`config.mk`:
```
export PLATFORM = sky130hd
export DESIGN_NAME = modular_exponentiation_core_flat
export DESIGN_NICKNAME = d
export VERILOG_FILES = /design/src/mexp_pkg.sv /design/src/mexp_if.sv /design/src/modular_exponentiation_core.sv /design/src/mexp_modmul.sv /design/src/flat_wrapper.sv
export SDC_FILE = /design/constraint.sdc
export NUM_CORES = 2
export LEC_CHECK = 0
export BUFFER_PORTS_ARGS = -buffer_cell sky130_fd_sc_hd__buf_2
export CORE_MARGIN = 2
export CORE_UTILIZATION = 40
export DETAILED_ROUTE_END_ITERATION = 10
export GPL_ROUTABILITY_DRIVEN = 0
export GPL_TIMING_DRIVEN = 0
export HOLD_SLACK_MARGIN = 0.02
export PLACE_DENSITY_LB_ADDON = 0.1
export SLEW_MARGIN = 30
export SYNTH_ARGS = -nofsm -noshare
export SYNTH_HDL_FRONTEND = slang
export SYNTH_SLANG_ARGS = --single-unit
export TNS_END_PERCENT = 30
```
`constraint.sdc`:
```
create_clock -name clk -period 21.2 [get_ports clk]
set_input_delay 0 -clock clk [delete_from_list [all_inputs] [get_ports clk]]
set_output_delay 0 -clock clk [all_outputs]
set_load 0.05 [all_outputs]
```
`src/mexp_pkg.sv`:
```
// Shared constants, types and state encodings for the modular exponentiation core.
package mexp_pkg;

    localparam int DEFAULT_EXP_WIDTH = 31;
    localparam int BASE_W            = 31;
    localparam int EXP_IN_W          = 31;
    localparam int RESULT_W          = 30;

    localparam logic [RESULT_W-1:0] PRIME_MOD  = 30'd1000000007;
    localparam logic [30:0]         BARRETT_MU = 31'd1152921496;

    typedef struct packed {
        logic              start;
        logic [BASE_W-1:0] a;
        logic [BASE_W-1:0] b;
    } mm_req_t;

    typedef struct packed {
        logic                done;
        logic [RESULT_W-1:0] product;
    } mm_rsp_t;

    typedef enum logic [2:0] {
        MM_IDLE,
        MM_EST,
        MM_QMUL,
        MM_SUB,
        MM_CORR
    } mm_state_t;

    typedef enum logic [2:0] {
        ME_IDLE,
        ME_REDUCE,
        ME_SQUARE,
        ME_MULT,
        ME_OUT
    } me_state_t;

endpackage

```
`src/mexp_if.sv`:
```
// Valid/ready channel interfaces for the operand and result words.
interface mexp_in_if;
    logic                           valid;
    logic                           ready;
    logic [mexp_pkg::BASE_W-1:0]    base_value;
    logic [mexp_pkg::EXP_IN_W-1:0]  exponent;

    modport source (output valid, output base_value, output exponent, input ready);
    modport sink   (input valid, input base_value, input exponent, output ready);
endinterface

interface mexp_out_if;
    logic                           valid;
    logic                           ready;
    logic [mexp_pkg::RESULT_W-1:0]  power_result;

    modport source (output valid, output power_result, input ready);
    modport sink   (input valid, input power_result, output ready);
endinterface

```
`src/modular_exponentiation_core.sv`:
```
// Top level of the modular exponentiation core with the square-and-multiply sequencer.
//
// The core takes one operand word (base and exponent) and returns base to the power exponent
// modulo 1000000007 as one result word. It works on one word at a time and is not ready
// while a word is in progress or its result waits to be taken. The exponent is scanned from
// bit EXP_WIDTH-1 down to bit 0; each bit costs a squaring and each set bit a further
// multiplication by the base, after one initial reduction of the base. Every modular product
// goes through a single shared 32x32 multiplier three times (product, quotient estimate,
// quotient times prime), and how long it takes depends on how many final corrections
// it needs. A word therefore takes 1 + EXP_WIDTH + set exponent bits products, which is 32
// plus one per set exponent bit at the default width of 31 bits, besides acceptance and
// delivery and any time the result waits to be taken.
module modular_exponentiation_core
#(
    parameter int EXP_WIDTH = mexp_pkg::DEFAULT_EXP_WIDTH
)
(
    input  logic        clk,
    input  logic        rst_n,
    mexp_in_if.sink     operands,
    mexp_out_if.source  result
);

    localparam int CNT_W = (EXP_WIDTH > 1) ? $clog2(EXP_WIDTH) : 1;

    mexp_pkg::me_state_t state_reg;
    mexp_pkg::me_state_t state_next;

    logic                              start_reg;
    logic                              start_next;
    logic [CNT_W-1:0]                  cnt_reg;
    logic [CNT_W-1:0]                  cnt_next;
    logic [EXP_WIDTH-1:0]              exp_reg;
    logic [EXP_WIDTH-1:0]              exp_next;
    logic [mexp_pkg::BASE_W-1:0]       base_reg;
    logic [mexp_pkg::BASE_W-1:0]       base_next;
    logic [mexp_pkg::RESULT_W-1:0]     b_reg;
    logic [mexp_pkg::RESULT_W-1:0]     b_next;
    logic [mexp_pkg::RESULT_W-1:0]     acc_reg;
    logic [mexp_pkg::RESULT_W-1:0]     acc_next;
    logic [EXP_WIDTH+mexp_pkg::EXP_IN_W-1:0] exp_ext;
    logic                              accept;

    mexp_pkg::mm_req_t mm_req;
    mexp_pkg::mm_rsp_t mm_rsp;

    mexp_modmul u_modmul
    (
        .clk   (clk),
        .rst_n (rst_n),
        .req   (mm_req),
        .rsp   (mm_rsp)
    );

    assign exp_ext             = {{EXP_WIDTH{1'b0}}, operands.exponent};
    assign operands.ready      = (state_reg == mexp_pkg::ME_IDLE);
    assign accept              = operands.valid && operands.ready;
    assign result.valid        = (state_reg == mexp_pkg::ME_OUT);
    assign result.power_result = acc_reg;

    always_ff @(posedge clk or negedge rst_n)
    begin
        if (!rst_n)
        begin
            state_reg <= mexp_pkg::ME_IDLE;
            start_reg <= 1'b0;
            cnt_reg   <= '0;
        end
        else
        begin
            state_reg <= state_next;
            start_reg <= start_next;
            cnt_reg   <= cnt_next;
        end
    end

    always_ff @(posedge clk)
    begin
        exp_reg  <= exp_next;
        base_reg <= base_next;
        b_reg    <= b_next;
        acc_reg  <= acc_next;
    end

    always_comb
    begin
        mm_req.start = start_reg;
        mm_req.a     = {1'b0, acc_reg};
        mm_req.b     = {1'b0, acc_reg};
        case (state_reg)
            mexp_pkg::ME_REDUCE:
            begin
                mm_req.a = base_reg;
                mm_req.b = {{(mexp_pkg::BASE_W-1){1'b0}}, 1'b1};
            end
            mexp_pkg::ME_MULT:
            begin
                mm_req.b = {1'b0, b_reg};
            end
            default:
            begin
            end
        endcase
    end

    always_comb
    begin
        state_next = state_reg;
        start_next = 1'b0;
        cnt_next   = cnt_reg;
        exp_next   = exp_reg;
        base_next  = base_reg;
        b_next     = b_reg;
        acc_next   = acc_reg;
        case (state_reg)
            mexp_pkg::ME_IDLE:
            begin
                if (accept)
                begin
                    base_next  = operands.base_value;
                    exp_next   = exp_ext[EXP_WIDTH-1:0];
                    acc_next   = {{(mexp_pkg::RESULT_W-1){1'b0}}, 1'b1};
                    start_next = 1'b1;
                    state_next = mexp_pkg::ME_REDUCE;
                end
            end
            mexp_pkg::ME_REDUCE:
            begin
                if (mm_rsp.done)
                begin
                    b_next     = mm_rsp.product;
                    cnt_next   = CNT_W'(EXP_WIDTH - 1);
                    start_next = 1'b1;
                    state_next = mexp_pkg::ME_SQUARE;
                end
            end
            mexp_pkg::ME_SQUARE:
            begin
                if (mm_rsp.done)
                begin
                    acc_next = mm_rsp.product;
                    if (exp_reg[EXP_WIDTH-1])
                    begin
                        start_next = 1'b1;
                        state_next = mexp_pkg::ME_MULT;
                    end
                    else if (cnt_reg == '0)
                    begin
                        state_next = mexp_pkg::ME_OUT;
                    end
                    else
                    begin
                        exp_next   = exp_reg << 1;
                        cnt_next   = cnt_reg - 1'b1;
                        start_next = 1'b1;
                    end
                end
            end
            mexp_pkg::ME_MULT:
            begin
                if (mm_rsp.done)
                begin
                    acc_next = mm_rsp.product;
                    if (cnt_reg == '0)
                    begin
                        state_next = mexp_pkg::ME_OUT;
                    end
                    else
                    begin
                        exp_next   = exp_reg << 1;
                        cnt_next   = cnt_reg - 1'b1;
                        start_next = 1'b1;
                        state_next = mexp_pkg::ME_SQUARE;
                    end
                end
            end
            mexp_pkg::ME_OUT:
            begin
                if (result.ready)
                begin
                    state_next = mexp_pkg::ME_IDLE;
                end
            end
            default:
            begin
                state_next = mexp_pkg::ME_IDLE;
            end
        endcase
    end

endmodule

```
`src/mexp_modmul.sv`:
```
// Shared modular multiplier: one 32x32 multiplier reused for the product and Barrett reduction.
module mexp_modmul
(
    input  logic              clk,
    input  logic              rst_n,
    input  mexp_pkg::mm_req_t req,
    output mexp_pkg::mm_rsp_t rsp
);

    mexp_pkg::mm_state_t state_reg;
    mexp_pkg::mm_state_t state_next;

    logic [31:0] mul_a;
    logic [31:0] mul_b;
    logic [63:0] mul_reg;
    logic [31:0] plow_reg;
    logic [31:0] plow_next;
    logic [31:0] rem_reg;
    logic [31:0] rem_next;

    always_ff @(posedge clk or negedge rst_n)
    begin
        if (!rst_n)
        begin
            state_reg <= mexp_pkg::MM_IDLE;
        end
        else
        begin
            state_reg <= state_next;
        end
    end

    always_ff @(posedge clk)
    begin
        mul_reg  <= mul_a * mul_b;
        plow_reg <= plow_next;
        rem_reg  <= rem_next;
    end

    always_comb
    begin
        state_next = state_reg;
        mul_a      = '0;
        mul_b      = '0;
        plow_next  = plow_reg;
        rem_next   = rem_reg;
        rsp        = '0;
        case (state_reg)
            mexp_pkg::MM_IDLE:
            begin
                mul_a = {1'b0, req.a};
                mul_b = {1'b0, req.b};
                if (req.start)
                begin
                    state_next = mexp_pkg::MM_EST;
                end
            end
            mexp_pkg::MM_EST:
            begin
                // The quotient estimate uses the product shifted down by 29 bits.
                mul_a      = {1'b0, mul_reg[59:29]};
                mul_b      = {1'b0, mexp_pkg::BARRETT_MU};
                plow_next  = mul_reg[31:0];
                state_next = mexp_pkg::MM_QMUL;
            end
            mexp_pkg::MM_QMUL:
            begin
                mul_a      = {1'b0, mul_reg[61:31]};
                mul_b      = {2'b00, mexp_pkg::PRIME_MOD};
                state_next = mexp_pkg::MM_SUB;
            end
            mexp_pkg::MM_SUB:
            begin
                // The remainder is below three times the prime, so 32 bits suffice.
                rem_next   = plow_reg - mul_reg[31:0];
                state_next = mexp_pkg::MM_CORR;
            end
            mexp_pkg::MM_CORR:
            begin
                if (rem_reg >= {2'b00, mexp_pkg::PRIME_MOD})
                begin
                    rem_next = rem_reg - {2'b00, mexp_pkg::PRIME_MOD};
                end
                else
                begin
                    rsp.done    = 1'b1;
                    rsp.product = rem_reg[mexp_pkg::RESULT_W-1:0];
                    state_next  = mexp_pkg::MM_IDLE;
                end
            end
            default:
            begin
                state_next = mexp_pkg::MM_IDLE;
            end
        endcase
    end

endmodule

```
`src/flat_wrapper.sv`:
```
// flat-port wrapper written by rule: the top's interface ports become plain ports
module modular_exponentiation_core_flat 
#(
    parameter int EXP_WIDTH = mexp_pkg::DEFAULT_EXP_WIDTH
)
  (clk, rst_n, operands_valid, operands_base_value, operands_exponent, operands_ready, result_valid, result_power_result, result_ready);
  mexp_in_if operands_i ();
  mexp_out_if result_i ();
  input  logic clk;
  input  logic rst_n;
  input wire logic [$bits(operands_i.valid)-1:0] operands_valid;
  input wire logic [$bits(operands_i.base_value)-1:0] operands_base_value;
  input wire logic [$bits(operands_i.exponent)-1:0] operands_exponent;
  output wire logic [$bits(operands_i.ready)-1:0] operands_ready;
  output wire logic [$bits(result_i.valid)-1:0] result_valid;
  output wire logic [$bits(result_i.power_result)-1:0] result_power_result;
  input wire logic [$bits(result_i.ready)-1:0] result_ready;
  assign operands_i.valid = operands_valid;
  assign operands_i.base_value = operands_base_value;
  assign operands_i.exponent = operands_exponent;
  assign operands_ready = operands_i.ready;
  assign result_valid = result_i.valid;
  assign result_power_result = result_i.power_result;
  assign result_i.ready = result_ready;
  modular_exponentiation_core #(.EXP_WIDTH(EXP_WIDTH)) u_core (.clk(clk), .rst_n(rst_n), .operands(operands_i), .result(result_i));
endmodule
```
# --- Yosys cells after proc, flatten, opt, wreduce, memory -nomap -nowiden ---
# Cells that the tools add are included.
totals:
  reg_bits: 260
  input_bits: 66
  out_inout_bits: 32
  word_cells: 99
op_classes:
  addsub: 3
  n_mul: 1
  magnitude_cmp: 1
  eq_ne: 21
  muxes: 43
  reduce_logical: 18
ops:
  columns: ["operator", "count"]
  rows:
  - ["31-bit two-way mux", 9]
  - ["31-bit case mux with 3 select lines", 3]
  - ["30-bit case mux with 2 select lines", 2]
  - ["32-bit case mux with 2 select lines", 1]
  - ["31-bit by 31-bit multiplier with 62-bit output", 1]
  - ["30-bit two-way mux", 2]
  - ["32-bit by 30-bit >= comparator with 1-bit output, second input constant", 1]
  - ["32-bit two-way mux", 1]
  - ["32-bit by 30-bit subtractor with 32-bit output, second input constant", 1]
  - ["32-bit subtractor", 1]
  - ["3-bit two-way mux", 10]
  - ["3-bit case mux with 5 select lines", 2]
  - ["5-bit two-way mux", 5]
  - ["5-bit case mux with 3 select lines", 1]
  - ["3-bit by 2-bit equality test with 1-bit output, second input constant", 4]
  - ["2-bit by 1-bit inequality test with 1-bit output, second input constant", 6]
  - ["2-bit inequality test, second input constant", 6]
  - ["5-bit AND reduction", 2]
  - ["2-bit AND reduction", 4]
  - ["7-bit AND reduction", 1]
  - ["3-bit by 1-bit equality test with 1-bit output, second input constant", 2]
  - ["3-bit equality test, second input constant", 2]
  - ["3-bit logical NOT", 2]
  - ["1-bit two-way mux", 6]
  - ["other kinds (10)", 12]

# --- Logic depth before layout (Yosys ltp) ---
logic_depth:
  ltp_word: 5
  depth_mapped: 37
  mapped_depth_nobuf: 33

# --- Cells and area by module ---
# A second synthesis with hierarchy kept.
hier_totals:
  hier_cells: 4707
  hier_area_um2: 42970.0
by_module_without_submodules:
  columns: ["module", "instances", "cells_per_inst", "area_each_um2", "seq_area_each_um2"]
  rows:
  - ["mexp_modmul", 1, 4245, 37244.5, 3238.1]
  - ["modular_exponentiation_core", 1, 462, 5725.5, 3888.7]

# --- Worst setup path before layout ---
# Ideal clock, no wire load.
synth_timing:
  path_type: "register to register"
  startpoint: "reg u_core.state_reg[1]"
  endpoint: "reg u_core.u_modmul.mul_reg[54]"
  setup_ns: 0.126
  arrival_time_ns: 9.099
  required_time_ns: 21.074
  setup_slack_ns: 11.974
  path_stages_with_launch: 34
  cell_sequence: "dfrtp_1 -> clkbuf_1 -> nor2b_1 -> and2_1 -> clkbuf_1 -> clkbuf_1 -> nand2_1 -> a21oi_1 -> clkbuf_1 -> nand2_1 -> fa_1 -> fa_1 -> inv_1 -> fa_1 -> inv_1 -> fa_1 -> inv_1 -> fa_1 -> fa_1 -> fa_1 -> inv_1 -> fa_1 -> inv_1 -> ha_1 -> nand4_1 -> nor2_1 -> and2_1 -> o31a_1 -> nor3_1 -> o31ai_1 -> a21boi_0 -> o21bai_1 -> a41oi_1 -> xnor2_1"
synth_between:
  elab_chain_cells: 4
synth_rtl:
  columns: ["item", "line", "text"]
  rows:
  - ["start: declaration", "modular_exponentiation_core.sv:26", "mexp_pkg::me_state_t state_reg;"]
  - ["start signal: assignment", "modular_exponentiation_core.sv:65", "state_reg <= mexp_pkg::ME_IDLE;"]
  - ["start signal: assignment", "modular_exponentiation_core.sv:71", "state_reg <= state_next;"]
  - ["3-bit by 2-bit equality test with 1-bit output or 3-bit by 1-bit equality test with 1-bit output (tied branches)", "modular_exponentiation_core.sv:90", "case (state_reg)"]
  - ["30-bit case mux with 2 select lines or 31-bit two-way mux (tied branches)", "modular_exponentiation_core.sv:90", null]
  - ["31-bit case mux with 3 select lines", "mexp_modmul.sv:48", "case (state_reg)"]
  - ["31-bit by 31-bit multiplier with 62-bit output (*)", "mexp_modmul.sv:35", "mul_reg <= mul_a * mul_b;"]
  - ["end signal: assignment", "mexp_modmul.sv:35", null]
  - ["end: declaration", "mexp_modmul.sv:15", "logic [63:0] mul_reg;"]
# Every way passes the cells marked *; elsewhere a longest branch is shown, timed or not.
# A chain may end at the register's enable or synchronous reset.

# --- Worst setup path after layout ---
layout_timing:
  startpoint: "reg u_core.state_reg[1]"
  endpoint: "reg u_core.u_modmul.mul_reg[56]"
# The elaborated chain is that of the path after synthesis.

==> flow_metrics.env <==
export IMPL_outcome="finished, final reports clean"
export IMPL_die_area_um2=108000
export IMPL_endpoint_kind="register"
export IMPL_cts_buffers=27
export IMPL_fmax_mhz=77.0
export IMPL_nets=5970
export IMPL_ys_warn_count=0
export IMPL_dieHeight_um=329
export IMPL_cts_tree="done"
export IMPL_ff2ff_setup_slack_ps=8210
export IMPL_synth_area_top_cells="fa_1 (40%), edfxtp_1 (13%), ha_1 (8.5%)"
export IMPL_startpoint_type="register"
export IMPL_crit_fanout=10
export IMPL_drtPass1Iterations=7
export IMPL_cp_slowest_cell="clkbuf_1"
export IMPL_synth_edf_count=186
export IMPL_crit_buf_inv=7
export IMPL_ys_flop_type="edfxtp_1"
export IMPL_ys_seq_area_share_pct=16.9
export IMPL_cts_resized=0
export IMPL_initial_core_util_pct=40.2
export IMPL_drc=0
export IMPL_die_w_um=329
export IMPL_synth_cells=4553
export IMPL_ioPinCount=98
export IMPL_path_common_cell="fa_1"
export IMPL_fin_skew_ps=19.2
export IMPL_pre_cts_slack_ps=8700
export IMPL_syn_area_um2=42200
export IMPL_synth_most_common_cell="inv_1"
export IMPL_drv_slew=0
export IMPL_core_area_um2=105000
export IMPL_grt_overflow_total=0
export IMPL_avgSynthCellArea_um2=9.26
export IMPL_clk_latency_ps=610
export IMPL_dpl_cell_area_um2=45100
export IMPL_routed_via_density=5.53
export IMPL_cts_setup_buffers=0
export IMPL_h_tree_depth=1
export IMPL_grt_pass1_wl_um=251000
export IMPL_largest_reg_flops=62
export IMPL_synth_cell_types=68
export IMPL_grt_pass1_vias=35600
export IMPL_ys_ff_latch=260
export IMPL_synth_common_cells="inv_1 (873), fa_1 (838), nand2_1 (620)"
export IMPL_area_delta_synth_final_pct=10.9
export IMPL_wire_per_inst_um=28.0
export IMPL_cts_root_buffer="clkbuf_16"
export IMPL_setup_slack_ps=8210
export IMPL_finalSetupViolations=0
export IMPL_yosysTopAreaCellShare_pct=39.8
export IMPL_required_ps=21690
export IMPL_clock_sinks=260
export IMPL_relSlewSlack_pct=18.9
export IMPL_fin_area_um2=46800
export IMPL_finalHoldViolations=0
export IMPL_ant_nets=0
export IMPL_min_period_ps=12990
export IMPL_cp_arrival_ps=13480
export IMPL_dpl_hpwl_um=140000
export IMPL_clk_path_buf_depth=3
export IMPL_synth_async_reset_ratio_pct=4.62
export IMPL_drv_cap=0
export IMPL_cp_top_family="adder cells"
export IMPL_worstSetupPathType="reg -> reg"
export IMPL_hold_path_class="in -> reg"
export IMPL_drt_wl_total_um=173000
export IMPL_vias=34200
export IMPL_rows=119
export IMPL_drive_above_1_share_pct=5.94
export IMPL_grt_max_degree=32
export IMPL_antenna_found_initial=8
export IMPL_path_clk_slew_ps=70
export IMPL_port_buffers=97
export IMPL_synth_top_area_cell="fa_1"
export IMPL_drt_iter0_drc=3726
export IMPL_fin_crit_sh_pct=61.3
export IMPL_grt_use_total_pct=32.6
export IMPL_cp_slowest_stage_delay_ps=820
export IMPL_ctsHoldBuffers=66
export IMPL_final_setup_tns_ps=0
export IMPL_grt_setup_unrepaired="false"
export IMPL_worst_slew_pin_slew_ps=1220
export IMPL_fillers=10500
==> placed cells by master, fill, tap and decap left out, types with 11 or more instances in the layout <==
master         instances
and2_1                66
and3_1                43
xor2_1                41
clkbuf_1             178
o21bai_1              15
nand2_1              619
nor3_1                23
clkbuf_16             28
nor2_1               547
buf_2                106
nand3_1               23
a211oi_1              12
a221oi_1              12
dlygate4sd3_1         66
a21oi_1              173
buf_1                 12
nand2b_1              23
a221o_1               18
dfxtp_1               62
o21ai_0               66
clkbuf_2              38
buf_6                 11
nand4_1               12
fa_1                 838
dfrtp_1               12
a22o_1                30
inv_1                872
xnor2_1               70
a21o_1                66
ha_1                 288
a31oi_1               16
a211o_1               22
or2_2                 11
edfxtp_1             186
==> path summary, 6_finish.rpt <==
check,from,endpoint,cells past startpoint
min in group asynchronous,rst_n,u_core.u_modmul.state_reg[1],3
hold reg to reg,u_core.u_modmul.mul_reg[4],u_core.u_modmul.plow_reg[4],0
setup / recovery,u_core.state_reg[1],u_core.u_modmul.mul_reg[56],30
setup reg to reg,u_core.state_reg[1],u_core.u_modmul.mul_reg[56],30
hold / removal,operands_base_value[15],u_core.base_reg[15],2
max in group asynchronous,rst_n,u_core.state_reg[2],3
==> worst reg2reg max path, delay by kind of cell, from the launching register on <==
kind,cells,cell delay (ps)
DFF,1,390
and+or+nand+nor,6,1660
adders and majority gates,9,4410
buffers and inverters,7,3310
AOI/OAI and AO/OA,7,2950
xor gates and xnor gates,1,160
==> area by class of cell <==
cell class                      count  area, um^2  share of cell area, %
Timing Repair Buffer              192        1480                   3.17
Buffer                            230         915                   1.96
Sequential cell                   260        7130                   15.2
Clock inverter                     19         198                  0.423
Tap cell                         1391        1740                   3.72
Inverter                          873        3280                   7.01
Multi-Input combinational cell   3194       31300                   66.9
Antenna cell                        2        5.00                 0.0107
Clock buffer                       31         732                   1.56
==> layer usage <==
layer	vias up	wire length (um)	share of wire, %	track usage, %
met3	445	19900	12	8.16
met2	1993	73100	42	48.3
met4	10	10400	6.0	15.5
met1	17200	69600	40	44.6
li1	14500	-	-	-
met5	-	69	0.040	0
==> through the flow <==
stage                     utilization (%)  instances  hold WS, ps
after floorplan                         -       4557         -296
after global placement               42.3       6045        -81.4
after detailed placement             43.0       6072        -83.7
after CTS                            44.5       6188         85.2
after global routing                 44.6       6190          115
final                                44.6       6192          110
==> cells by family after synthesis <==
| logic type | after synthesis | share of synthesized area, % |
|---|---|---|
| AO/OA/AOI/OAI | 541 | 8.59 |
| XOR/XNOR | 111 | 2.31 |
| adder cells (fa/ha/maj) | 1126 | 48.3 |
| buffers and inverters | 1103 | 9.82 |
| flip-flops | 260 | 16.9 |
| multiplexers | 6 | 0.142 |
| other | 2 | 0.0178 |
| AND/OR/NAND/NOR | 1404 | 13.9 |
Power is not shown: default switching activity piles up to over one toggle a cycle in this logic, so the estimate is an artifact.
